**src/sv/websocket_frame_deframer_top_defines.svh**
```systemverilog
// ----------------------------------------------------------------------------
// websocket_frame_deframer_top_defines.svh
// Assertion macros for the frame deframer. They compile to nothing when
// ASSERT_OFF is defined.
// ----------------------------------------------------------------------------
`ifndef WEBSOCKET_FRAME_DEFRAMER_TOP_DEFINES_SVH
`define WEBSOCKET_FRAME_DEFRAMER_TOP_DEFINES_SVH

`ifndef ASSERT_OFF

// concurrent check on the module's own clk and arst_n
`define WSDF_ASSERT(lbl, prop, msg) \
	lbl: assert property (@(posedge clk) disable iff (!arst_n) prop) else $error(msg);

// concurrent check with an explicit clock and active-low reset
`define WSDF_ASSERT_CLK(lbl, ck, rstn, prop, msg) \
	lbl: assert property (@(posedge ck) disable iff (!rstn) prop) else $error(msg);

`else

`define WSDF_ASSERT(lbl, prop, msg)
`define WSDF_ASSERT_CLK(lbl, ck, rstn, prop, msg)

`endif

`endif

```
**src/sv/wsdf_pkg.sv**
```systemverilog
// ----------------------------------------------------------------------------
// wsdf_pkg
// Types and constants of the frame deframer.
// ----------------------------------------------------------------------------
package wsdf_pkg;

	// payload length counter width (16 to 64)
	localparam int LEN_BITS = 64;

	// header parse phases
	typedef enum logic [2:0] {
		PH_HDR0    = 3'd0,
		PH_HDR1    = 3'd1,
		PH_EXTLEN  = 3'd2,
		PH_KEY     = 3'd3,
		PH_PAYLOAD = 3'd4
	} phase_t;

	// opcodes
	localparam logic [3:0] OP_TEXT   = 4'h1;
	localparam logic [3:0] OP_BINARY = 4'h2;
	localparam logic [3:0] OP_CLOSE  = 4'h8;
	localparam logic [3:0] OP_PING   = 4'h9;

	// result kinds
	localparam logic [2:0] KIND_DATA       = 3'd0;
	localparam logic [2:0] KIND_END        = 3'd1;
	localparam logic [2:0] KIND_PING       = 3'd2;
	localparam logic [2:0] KIND_PING_EMPTY = 3'd3;
	localparam logic [2:0] KIND_CLOSE      = 3'd4;

	// 7-bit length codes and header byte counts
	localparam logic [6:0] LEN7_SHORT_MAX = 7'd125;
	localparam logic [6:0] LEN7_EXT16     = 7'd126;
	localparam logic [3:0] EXT16_BYTES    = 4'd2;
	localparam logic [3:0] EXT64_BYTES    = 4'd8;
	localparam logic [2:0] KEY_BYTES      = 3'd4;

endpackage

```
**src/sv/websocket_frame_deframer_top.sv**
```systemverilog
// ----------------------------------------------------------------------------
// websocket_frame_deframer_top
// Receive-side frame parser: header, extended length, mask key, payload.
// Usage:
//   rx channel (rx_valid/rx_stall, rx_byte) takes one stream byte per request.
//   res channel (res_valid/res_stall) returns data_byte, kind, msg_type, last.
//   cfg_we/cfg_data write the enable bit; bytes are dropped while it is low.
//   Mask key bytes are consumed but not applied. A close frame yields a close
//   event after its header, then all input is dropped until reset.
// Timing: a byte is registered on accept and parsed once the result slot is
//   free or drains; its result (if any) is registered in the result register.
//   One byte per cycle is sustained while res_stall is low; the 64-bit length
//   decrement/zero test in the parse stage is the longest path.
// Reset: arst_n clears enable, the parser (first header byte), the message
//   type and the closed flag; both channels come up empty.
// Stall: while res_stall holds a waiting result, the input register fills and
//   rx_stall rises; nothing is dropped or reordered.
// ----------------------------------------------------------------------------
`include "websocket_frame_deframer_top_defines.svh"

module websocket_frame_deframer_top
	import wsdf_pkg::*;
(
	input  logic       clk,
	input  logic       arst_n,
	input  logic       cfg_we,
	input  logic       cfg_data,
	input  logic       rx_valid,
	output logic       rx_stall,
	input  logic [7:0] rx_byte,
	output logic       res_valid,
	input  logic       res_stall,
	output logic [7:0] data_byte,
	output logic [2:0] kind,
	output logic [1:0] msg_type,
	output logic       last
);

	// configuration
	logic enable_q;

	// input register
	logic       valid_s1;
	logic [7:0] byte_s1;

	// parser state
	phase_t              phase_q, phase_nxt;
	logic                fin_q, fin_nxt;
	logic [3:0]          opcode_q, opcode_nxt;
	logic                mask_q, mask_nxt;
	logic [3:0]          lbl_q, lbl_nxt;
	logic [2:0]          kbl_q, kbl_nxt;
	logic [LEN_BITS-1:0] pl_q, pl_nxt;
	logic [1:0]          mtype_q, mtype_nxt;
	logic                closed_q, closed_nxt;

	// result register
	logic       res_valid_q;
	logic [7:0] data_q;
	logic [2:0] kind_q;
	logic [1:0] mtype_out_q;
	logic       last_q;

	// parse-stage helpers
	logic                adv, proc;
	logic [6:0]          len7;
	logic [LEN_BITS-1:0] pl_shift, pl_dec, len_cand;
	logic [3:0]          lbl_dec;
	logic [2:0]          kbl_dec;
	logic                len_zero, pl_final, hdr_done;
	logic                emit;
	logic [7:0]          data_c;
	logic [2:0]          kind_c;
	logic                last_c;

	// handshake: the parse stage moves when the result slot is free or drains
	assign adv      = !res_valid_q || !res_stall;
	assign proc     = valid_s1 && adv && enable_q && !closed_q;
	assign rx_stall = valid_s1 && !adv;

	// datapath helpers
	assign len7     = byte_s1[6:0];
	assign pl_shift = {pl_q[LEN_BITS-9:0], byte_s1};
	assign pl_dec   = pl_q - {{(LEN_BITS-1){1'b0}}, 1'b1};
	assign pl_final = (pl_dec == '0);
	assign lbl_dec  = lbl_q - 4'd1;
	assign kbl_dec  = kbl_q - 3'd1;

	// payload length as seen when the header completes on this byte
	always_comb begin
		case (phase_q)
			PH_HDR1:   len_cand = {{(LEN_BITS-7){1'b0}}, len7};
			PH_EXTLEN: len_cand = pl_shift;
			default:   len_cand = pl_q;
		endcase
	end
	assign len_zero = (len_cand == '0);

	// header complete on this byte
	always_comb begin
		case (phase_q)
			PH_HDR1:   hdr_done = (len7 <= LEN7_SHORT_MAX) && !byte_s1[7];
			PH_EXTLEN: hdr_done = (lbl_dec == 4'd0) && !mask_q;
			PH_KEY:    hdr_done = (kbl_dec == 3'd0);
			default:   hdr_done = 1'b0;
		endcase
	end

	// next state
	always_comb begin
		phase_nxt  = phase_q;
		fin_nxt    = fin_q;
		opcode_nxt = opcode_q;
		mask_nxt   = mask_q;
		lbl_nxt    = lbl_q;
		kbl_nxt    = kbl_q;
		pl_nxt     = pl_q;
		mtype_nxt  = mtype_q;
		closed_nxt = closed_q;
		if (proc) begin
			case (phase_q)
				PH_HDR1: begin
					mask_nxt = byte_s1[7];
					if (len7 <= LEN7_SHORT_MAX) begin
						pl_nxt  = {{(LEN_BITS-7){1'b0}}, len7};
						lbl_nxt = 4'd0;
						if (byte_s1[7]) begin
							kbl_nxt   = KEY_BYTES;
							phase_nxt = PH_KEY;
						end
					end else begin
						pl_nxt    = '0;
						lbl_nxt   = (len7 == LEN7_EXT16) ? EXT16_BYTES : EXT64_BYTES;
						phase_nxt = PH_EXTLEN;
					end
				end
				PH_EXTLEN: begin
					pl_nxt  = pl_shift;
					lbl_nxt = lbl_dec;
					if (lbl_dec == 4'd0 && mask_q) begin
						kbl_nxt   = KEY_BYTES;
						phase_nxt = PH_KEY;
					end
				end
				PH_KEY: begin
					kbl_nxt = kbl_dec;
				end
				PH_PAYLOAD: begin
					pl_nxt = pl_dec;
					if (pl_final) begin
						phase_nxt = PH_HDR0;
					end
				end
				default: begin
					fin_nxt    = byte_s1[7];
					opcode_nxt = byte_s1[3:0];
					phase_nxt  = PH_HDR1;
				end
			endcase
			// frame decision once the header is in
			if (hdr_done) begin
				if (opcode_q == OP_CLOSE) begin
					closed_nxt = 1'b1;
					phase_nxt  = PH_HDR0;
				end else begin
					if (opcode_q == OP_TEXT || opcode_q == OP_BINARY) begin
						mtype_nxt = opcode_q[1:0];
					end
					phase_nxt = len_zero ? PH_HDR0 : PH_PAYLOAD;
				end
			end
		end
	end

	// result decode
	always_comb begin
		emit   = 1'b0;
		data_c = 8'd0;
		kind_c = KIND_DATA;
		last_c = 1'b0;
		if (proc) begin
			if (hdr_done) begin
				if (opcode_q == OP_CLOSE) begin
					emit   = 1'b1;
					kind_c = KIND_CLOSE;
				end else if (opcode_q == OP_PING) begin
					emit   = len_zero;
					kind_c = KIND_PING_EMPTY;
					last_c = 1'b1;
				end else begin
					emit   = len_zero && fin_q;
					kind_c = KIND_END;
					last_c = 1'b1;
				end
			end else if (phase_q == PH_PAYLOAD) begin
				emit   = 1'b1;
				data_c = byte_s1;
				if (opcode_q == OP_PING) begin
					kind_c = KIND_PING;
					last_c = pl_final;
				end else begin
					kind_c = KIND_DATA;
					last_c = pl_final && fin_q;
				end
			end
		end
	end

	// enable register
	always_ff @(posedge clk or negedge arst_n) begin
		if (!arst_n) begin
			enable_q <= 1'b0;
		end else if (cfg_we) begin
			enable_q <= cfg_data;
		end
	end

	// input register
	always_ff @(posedge clk or negedge arst_n) begin
		if (!arst_n) begin
			valid_s1 <= 1'b0;
		end else if (rx_valid && !rx_stall) begin
			valid_s1 <= 1'b1;
		end else if (adv) begin
			valid_s1 <= 1'b0;
		end
	end

	always_ff @(posedge clk) begin
		if (rx_valid && !rx_stall) begin
			byte_s1 <= rx_byte;
		end
	end

	// parser state
	always_ff @(posedge clk or negedge arst_n) begin
		if (!arst_n) begin
			phase_q  <= PH_HDR0;
			fin_q    <= 1'b0;
			opcode_q <= 4'd0;
			mask_q   <= 1'b0;
			lbl_q    <= 4'd0;
			kbl_q    <= 3'd0;
			pl_q     <= '0;
			mtype_q  <= 2'd0;
			closed_q <= 1'b0;
		end else begin
			phase_q  <= phase_nxt;
			fin_q    <= fin_nxt;
			opcode_q <= opcode_nxt;
			mask_q   <= mask_nxt;
			lbl_q    <= lbl_nxt;
			kbl_q    <= kbl_nxt;
			pl_q     <= pl_nxt;
			mtype_q  <= mtype_nxt;
			closed_q <= closed_nxt;
		end
	end

	// result register
	always_ff @(posedge clk or negedge arst_n) begin
		if (!arst_n) begin
			res_valid_q <= 1'b0;
		end else if (adv) begin
			res_valid_q <= emit;
		end
	end

	always_ff @(posedge clk) begin
		if (adv && emit) begin
			data_q      <= data_c;
			kind_q      <= kind_c;
			mtype_out_q <= mtype_nxt;
			last_q      <= last_c;
		end
	end

	assign res_valid = res_valid_q;
	assign data_byte = data_q;
	assign kind      = kind_q;
	assign msg_type  = mtype_out_q;
	assign last      = last_q;

	// checks
	`WSDF_ASSERT(a_closed_sticky, closed_q |=> closed_q, "closed flag dropped")
	`WSDF_ASSERT(a_close_event, $rose(closed_q) |-> (res_valid_q && kind_q == KIND_CLOSE),
		"close without close event")
	`WSDF_ASSERT(a_close_fields,
		(res_valid_q && kind_q == KIND_CLOSE) |-> (data_q == 8'd0 && !last_q),
		"close event with data or last")
	`WSDF_ASSERT(a_payload_nonzero, (phase_q == PH_PAYLOAD) |-> (pl_q != '0),
		"payload phase with zero bytes left")
	`WSDF_ASSERT_CLK(a_key_masked, clk, arst_n, (phase_q == PH_KEY) |-> mask_q,
		"key phase without mask bit")

endmodule

```
**config.mk**
```make
export PLATFORM = sky130hd
export DESIGN_NAME = websocket_frame_deframer_top
export DESIGN_NICKNAME = d
export VERILOG_FILES = /design/src/sv/wsdf_pkg.sv /design/src/sv/websocket_frame_deframer_top.sv
export VERILOG_INCLUDE_DIRS = /design/src /design/src/sv
export SDC_FILE = /design/constraint.sdc
export NUM_CORES = 1
export LEC_CHECK = 0
export ABC_CLOCK_PERIOD_IN_PS = 3700
export BUFFER_PORTS_ARGS = -buffer_cell sky130_fd_sc_hd__clkbuf_2
export CAP_MARGIN = 40
export CORE_MARGIN = 2
export CORE_UTILIZATION = 56
export CTS_CLUSTER_SIZE = 30
export DETAILED_ROUTE_END_ITERATION = 10
export PLACE_DENSITY_LB_ADDON = 0.12
export SLEW_MARGIN = 20
export SYNTH_ARGS = -nofsm -noshare
export SYNTH_HDL_FRONTEND = slang
export SYNTH_SLANG_ARGS = --single-unit
```
**constraint.sdc**
```tcl
create_clock -name clk -period 3.7 [get_ports clk]
set_input_delay 0.74 -clock clk [delete_from_list [all_inputs] [get_ports clk]]
set_output_delay 0.74 -clock clk [all_outputs]
set_load 0.05 [all_outputs]
```
Word level (Yosys, flattened, before mapping)
Cells that the tools add are included.
- bits in registers: 108
- bits in latches: 0
- bits in writable memories: 0
- bits in read-only memories: 0
- input port bits: 14
- output and inout bits: 16
- word-level logic and storage cells: 116
- memories kept: 0
- add/subtract/negate cells: 3
- multipliers: 0
- div/mod/pow operators: 0
- $lt $le $gt $ge: 1
- equal/unequal tests: 16
- shift operators: 0
- mux-type cells: 39
- bitwise logic cells: 3
- reductions and logical operators: 37
- operators with widths (kind ; number):
    $pmux 64 s3 ; 1
    $logic_not 64->1 ; 2
    $pmux 64 s2 ; 1
    $sub 64x1->64 const B ; 1
    $mux 3 ; 12
    $mux 2 ; 7
    $pmux 3 s4 ; 1
    $logic_and 1x1->1 ; 11
    $mux 1 ; 11
    $reduce_and 5->1 ; 2
    $pmux 3 s3 ; 1
    $eq 4x4->1 const B ; 2
    $mux 4 ; 2
    $ne 2x2->1 const B ; 4
    $pmux 4 s2 ; 1
    $reduce_and 2->1 ; 4
    $eq 7x7->1 const B ; 1
    $le 7x7->1 const B ; 1
    $logic_not 1->1 ; 7
    $mux 7 ; 1
    $eq 3x2->1 const B ; 2
    $ne 3x3->1 const B ; 2
    $reduce_bool 3->1 ; 2
    $eq 4x1->1 const B ; 1
    other kinds (15) ; 19

Longest topological paths before layout
- depth in word-level cells: 9
- depth in mapped cells: 11
- depth with buffers taken out: 10

Worst setup path after synthesis
No wires, ideal clock.
- path type: reg-to-reg
- from: reg pl_q[0]
- to: reg last_q, in the netlist last (data pin)
- library setup time: 0.129 ns
- arrival time: 3.348 ns
- data required time: 3.571 ns
- slack: 0.223 ns
- stages on the path, launching flop included: 12
- buffers on the path: 1
- period minus slack after synthesis: 3.477 ns
- cells stage by stage: dfrtp_1 > inv_1 > ha_1 > or4b_2 > clkbuf_1 > or4_1 > nor2_1 > nand3_1 > xnor2_1 > or4_4 > nor4_2 > a21o_1
- word-level cells in the longest chain between the ends: 6
- ends and longest elaborated chain (item ; line ; source):
    from (decl) ; websocket_frame_deframer_top.sv:53 ; logic [LEN_BITS-1:0] pl_q, pl_nxt;
    from (signal assigned) ; websocket_frame_deframer_top.sv:254 ; pl_q <= pl_nxt;
    $sub 64x1->64 (*) ; websocket_frame_deframer_top.sv:84 ; assign pl_dec = pl_q - {{(LEN_BITS-1){1'b0}}, 1'b1};
    $logic_not 64->1 (*) ; websocket_frame_deframer_top.sv:85 ; assign pl_final = (pl_dec == '0);
    $logic_and 1x1->1 ; websocket_frame_deframer_top.sv:203 ; last_c = pl_final && fin_q;
    $mux 1 (*) ; websocket_frame_deframer_top.sv:198 ; if (opcode_q == OP_PING) begin
    $mux 1 (*) ; websocket_frame_deframer_top.sv:195 ; end else if (phase_q == PH_PAYLOAD) begin
    $mux 1 (*) ; websocket_frame_deframer_top.sv:182 ; if (hdr_done) begin
    to (signal assigned) ; websocket_frame_deframer_top.sv:274 ; last_q <= last_c;
    to (decl) ; websocket_frame_deframer_top.sv:62 ; logic last_q;
Every way passes the cells marked *; elsewhere a longest branch is shown, timed or not.
A chain may end at the register's enable or synchronous reset.

Worst setup path in the final report
- from: reg pl_q[1]
- to: reg last_q, in the netlist last (data pin)
Same word-level chain as after synthesis.

==> run metrics <==
post-DP HPWL=15.5 mm; full die area=13200 um2; Post-Synth Simple-Gate Area=0.268; Yosys warning total=0; PD cells=664 nW/um2; adder-cell area share of the yosys netlist=0.0109; RSZ-0062 raised after global routing=no; largest net degree at the start of global routing=73; xor and xnor area share after synthesis=0.0394; switching portion of total power=0.449; crit path max fanout=5; Critical Path Most Common Cell=buf_4; HP Class=primary input to async pin; kind of end point of the critical path=flop; fraction of registers with async set/reset=0.796; clock buffer depth=2; clock root buffer=clkbuf_16; Placed Area=7450 um2; Core Region=12000 um2; Routed wire per std cell=21.2 um; Worst VDD drop=0.372 mV; Setup Skew=0.0108 ns; final hold violation count=0; Overflow after GRT=0; synthesis-stage register bit count=108; first drt pass iteration count=5; status=complete, no violations; Via density=6.69; final-report setup violation count=0; Max Cap Violations=0; Gate Count Post-Synth=832; main combinational cell family by area after synthesis=simple AND/OR/NAND/NOR gates; top_reg_cell synth=dfrtp_1; startpoint types=flop; syn_nets=852; CP max-delay cell=or4b_2; WL final=21.4 mm; final instance area=7780 um2; clk_lat worst skew=0.37 ns; DR vias=6770; number of global-route vias before repair=6377; Area Overhead vs Synth=12.8%; Tmin final=3.56 ns; Ports=30; fmax=0.281 GHz; Die H=115 um; number of flops mapped to enable cells by yosys=22; total negative slack=0 ns; IO buf count=29; GP Congestion=1.01; sequential area share after synthesis=0.408; NetSw=2320 uW; Rows=40; final net count=880; die width=115 um; Critical Path RT=3.93 ns; Synth Cell Area=6890 um2; antenna violations before repair=0; clock power share=0.199; H-tree lvl count=3; final period utilization=0.961; area fraction in compound gates after synthesis=0.217; Power Total=5160 uW; drt initial violations=774; Pins Over Slew Limit=0; Hold Buf Count CTS=0; post-synthesis mux area share=0.0114; fin util=0.648; initial core utilization=0.574; cell-by-cell listing of the critical path=inv_2 -> ha_1 -> or4b_2 -> buf_4 -> nor4_1 -> buf_4 -> nand4_1 -> xnor2_1 -> nand2b_1 -> or4_4 -> nor4_2 -> a21o_1; gr usage total=0.333; synth unique cells=63; headroom to the max-slew limit=0.440; Seq pwr share=0.337; slowest stage delay, CP=0.62 ns; Syn Area/Cell=8.29 um2; Post-route DRC=0; Comb power frac=0.464; Routed Antenna Nets=0; ant diodes=0; share of layout cells above drive strength 1=0.149; Num CTS Buffers=9; critical path arrival=3.79 ns; clock sink total=108; Worst Tran Pin Value=0.838 ns; Setup CP Type=flop to flop; clock transition at the registers of the reported paths=0.08 ns; LEAKAGE=0.00323 uW; CTS tree=built; P_int=2840 uW; first-pass GRT wire length=34.5 mm
cells in the final DEF (no fill, tap or decap), types with 24 or more instances in the layout:
cell	n
xnor2_1	25
nor3_1	41
a22oi_1	24
a21oi_1	51
clkbuf_2	28
dfrtp_1	86
nor4_1	32
nand2_1	42
nor2_1	105
buf_4	46
o21ai_0	113
nand3_1	24
repair_timing:
item	4_1_cts	5_1_grt
buffers inserted	0	1
endpoints found under the setup margin	0	2
resized for setup	0	5
cell type report:
cell class	instances	area, um2
sequential	108	2810
tap	147	184
fill	1007	4230
clock inverter	6	78.8
timing repair buffer	79	593
clock buffer	10	229
inverter	20	75.1
multi-input combinational	642	3810
flip-flops by register name (all words and copies together), names as in the netlist:
signal / count
closed_q: 1
last: 1
res_valid: 1
mtype_q: 2
phase_q: 3
data_byte: 8
kbl_q: 3
msg_type: 2
lbl_q: 4
byte_s1: 8
fin_q: 1
kind: 3
pl_q: 64
valid_s1: 1
opcode_q: 4
enable_q: 1
mask_q: 1
worst paths after layout:
| kind | start | end | slack [ns] | cells past startpoint |
|---|---|---|---|---|
| max | pl_q[1] | last | 0.14 | 12 |
| min | arst_n | valid_s1 | 0.30 | 1 |
| max in group asynchronous | arst_n | pl_q[6] | 2.59 | 3 |
| max reg2reg | pl_q[1] | last | 0.14 | 12 |
| min in group clk | kbl_q[1] | kbl_q[1] | 0.49 | 2 |
| min reg2reg | kbl_q[1] | kbl_q[1] | 0.49 | 2 |
logic make-up (layout without fill, tap and decap cells):
group                    after synthesis  in the layout
AND/OR/NAND/NOR                      347            347
AO/OA/AOI/OAI                        251            251
flip-flops                           108            108
buffers and inverters                 82            115
XOR/XNOR                              31             31
multiplexers                           7              7
adder cells (fa/ha/maj)                6              6
Yosys cell counts, types with 6 or more instances:
library cell / n / share of area
xor2_1: 6 / 0.0076
dfrtp_1: 86 / 0.31
a31oi_1: 6 / 0.0054
or4_1: 12 / 0.013
o22ai_1: 6 / 0.0054
nor4_1: 33 / 0.030
ha_1: 6 / 0.011
edfxtp_1: 22 / 0.096
a32oi_1: 12 / 0.015
nand2b_1: 7 / 0.0064
nand3_1: 24 / 0.017
nand4_1: 16 / 0.015
a21oi_1: 51 / 0.037
or3_1: 9 / 0.0082
inv_1: 20 / 0.011
a211oi_1: 7 / 0.0076
clkbuf_1: 56 / 0.030
xnor2_1: 25 / 0.032
and3_1: 14 / 0.013
nand2_1: 42 / 0.023
nor2_1: 106 / 0.058
o21ai_0: 114 / 0.083
mux2_2: 7 / 0.011
and4_1: 8 / 0.010
a22oi_1: 24 / 0.026
nor3_1: 41 / 0.030
critical path, delay by kind of cell, from the launching register on:
family | cells | cell delay [ns]
AOI/OAI and AO/OA | 1 | 0.16
xor gates and xnor gates | 1 | 0.16
adders and majority gates | 1 | 0.17
buffers and inverters | 3 | 0.49
DFF | 1 | 0.43
and+or+nand+nor | 6 | 2.00
stage by stage:
| step | hold slack, ns | instances | worst slack [ns] |
|---|---|---|---|
| final | 0.297 | 1012 | 0.142 |
| after global placement | 0.468 | 993 | 0.206 |
| after detailed placement | 0.481 | 995 | 0.0827 |
| after global routing | 0.333 | 1012 | 0.0292 |
| after floorplan | 0.444 | 832 | 0.223 |
| after CTS | 0.320 | 1011 | 0.00935 |
per-layer routing:
layer  vias up  GRT usage  wire [um]
met5         -          0          0
met4         0      0.118        573
met3        51     0.0775       1650
met2       303      0.501       9710
met1      3263      0.474       9510
li1       3153          -          -
power groups by stage:
stage	logic (uW)	clock network (uW)	registers, uW
4_1_cts	2330	1040	1730
2_1_floorplan	1620	0	1650
6_report	2390	1030	1740
3_3_place_gp	2260	0	1740
3_5_place_dp	2310	0	1750
5_1_grt	2590	1080	1770
Power figures use the tool's default switching activity.
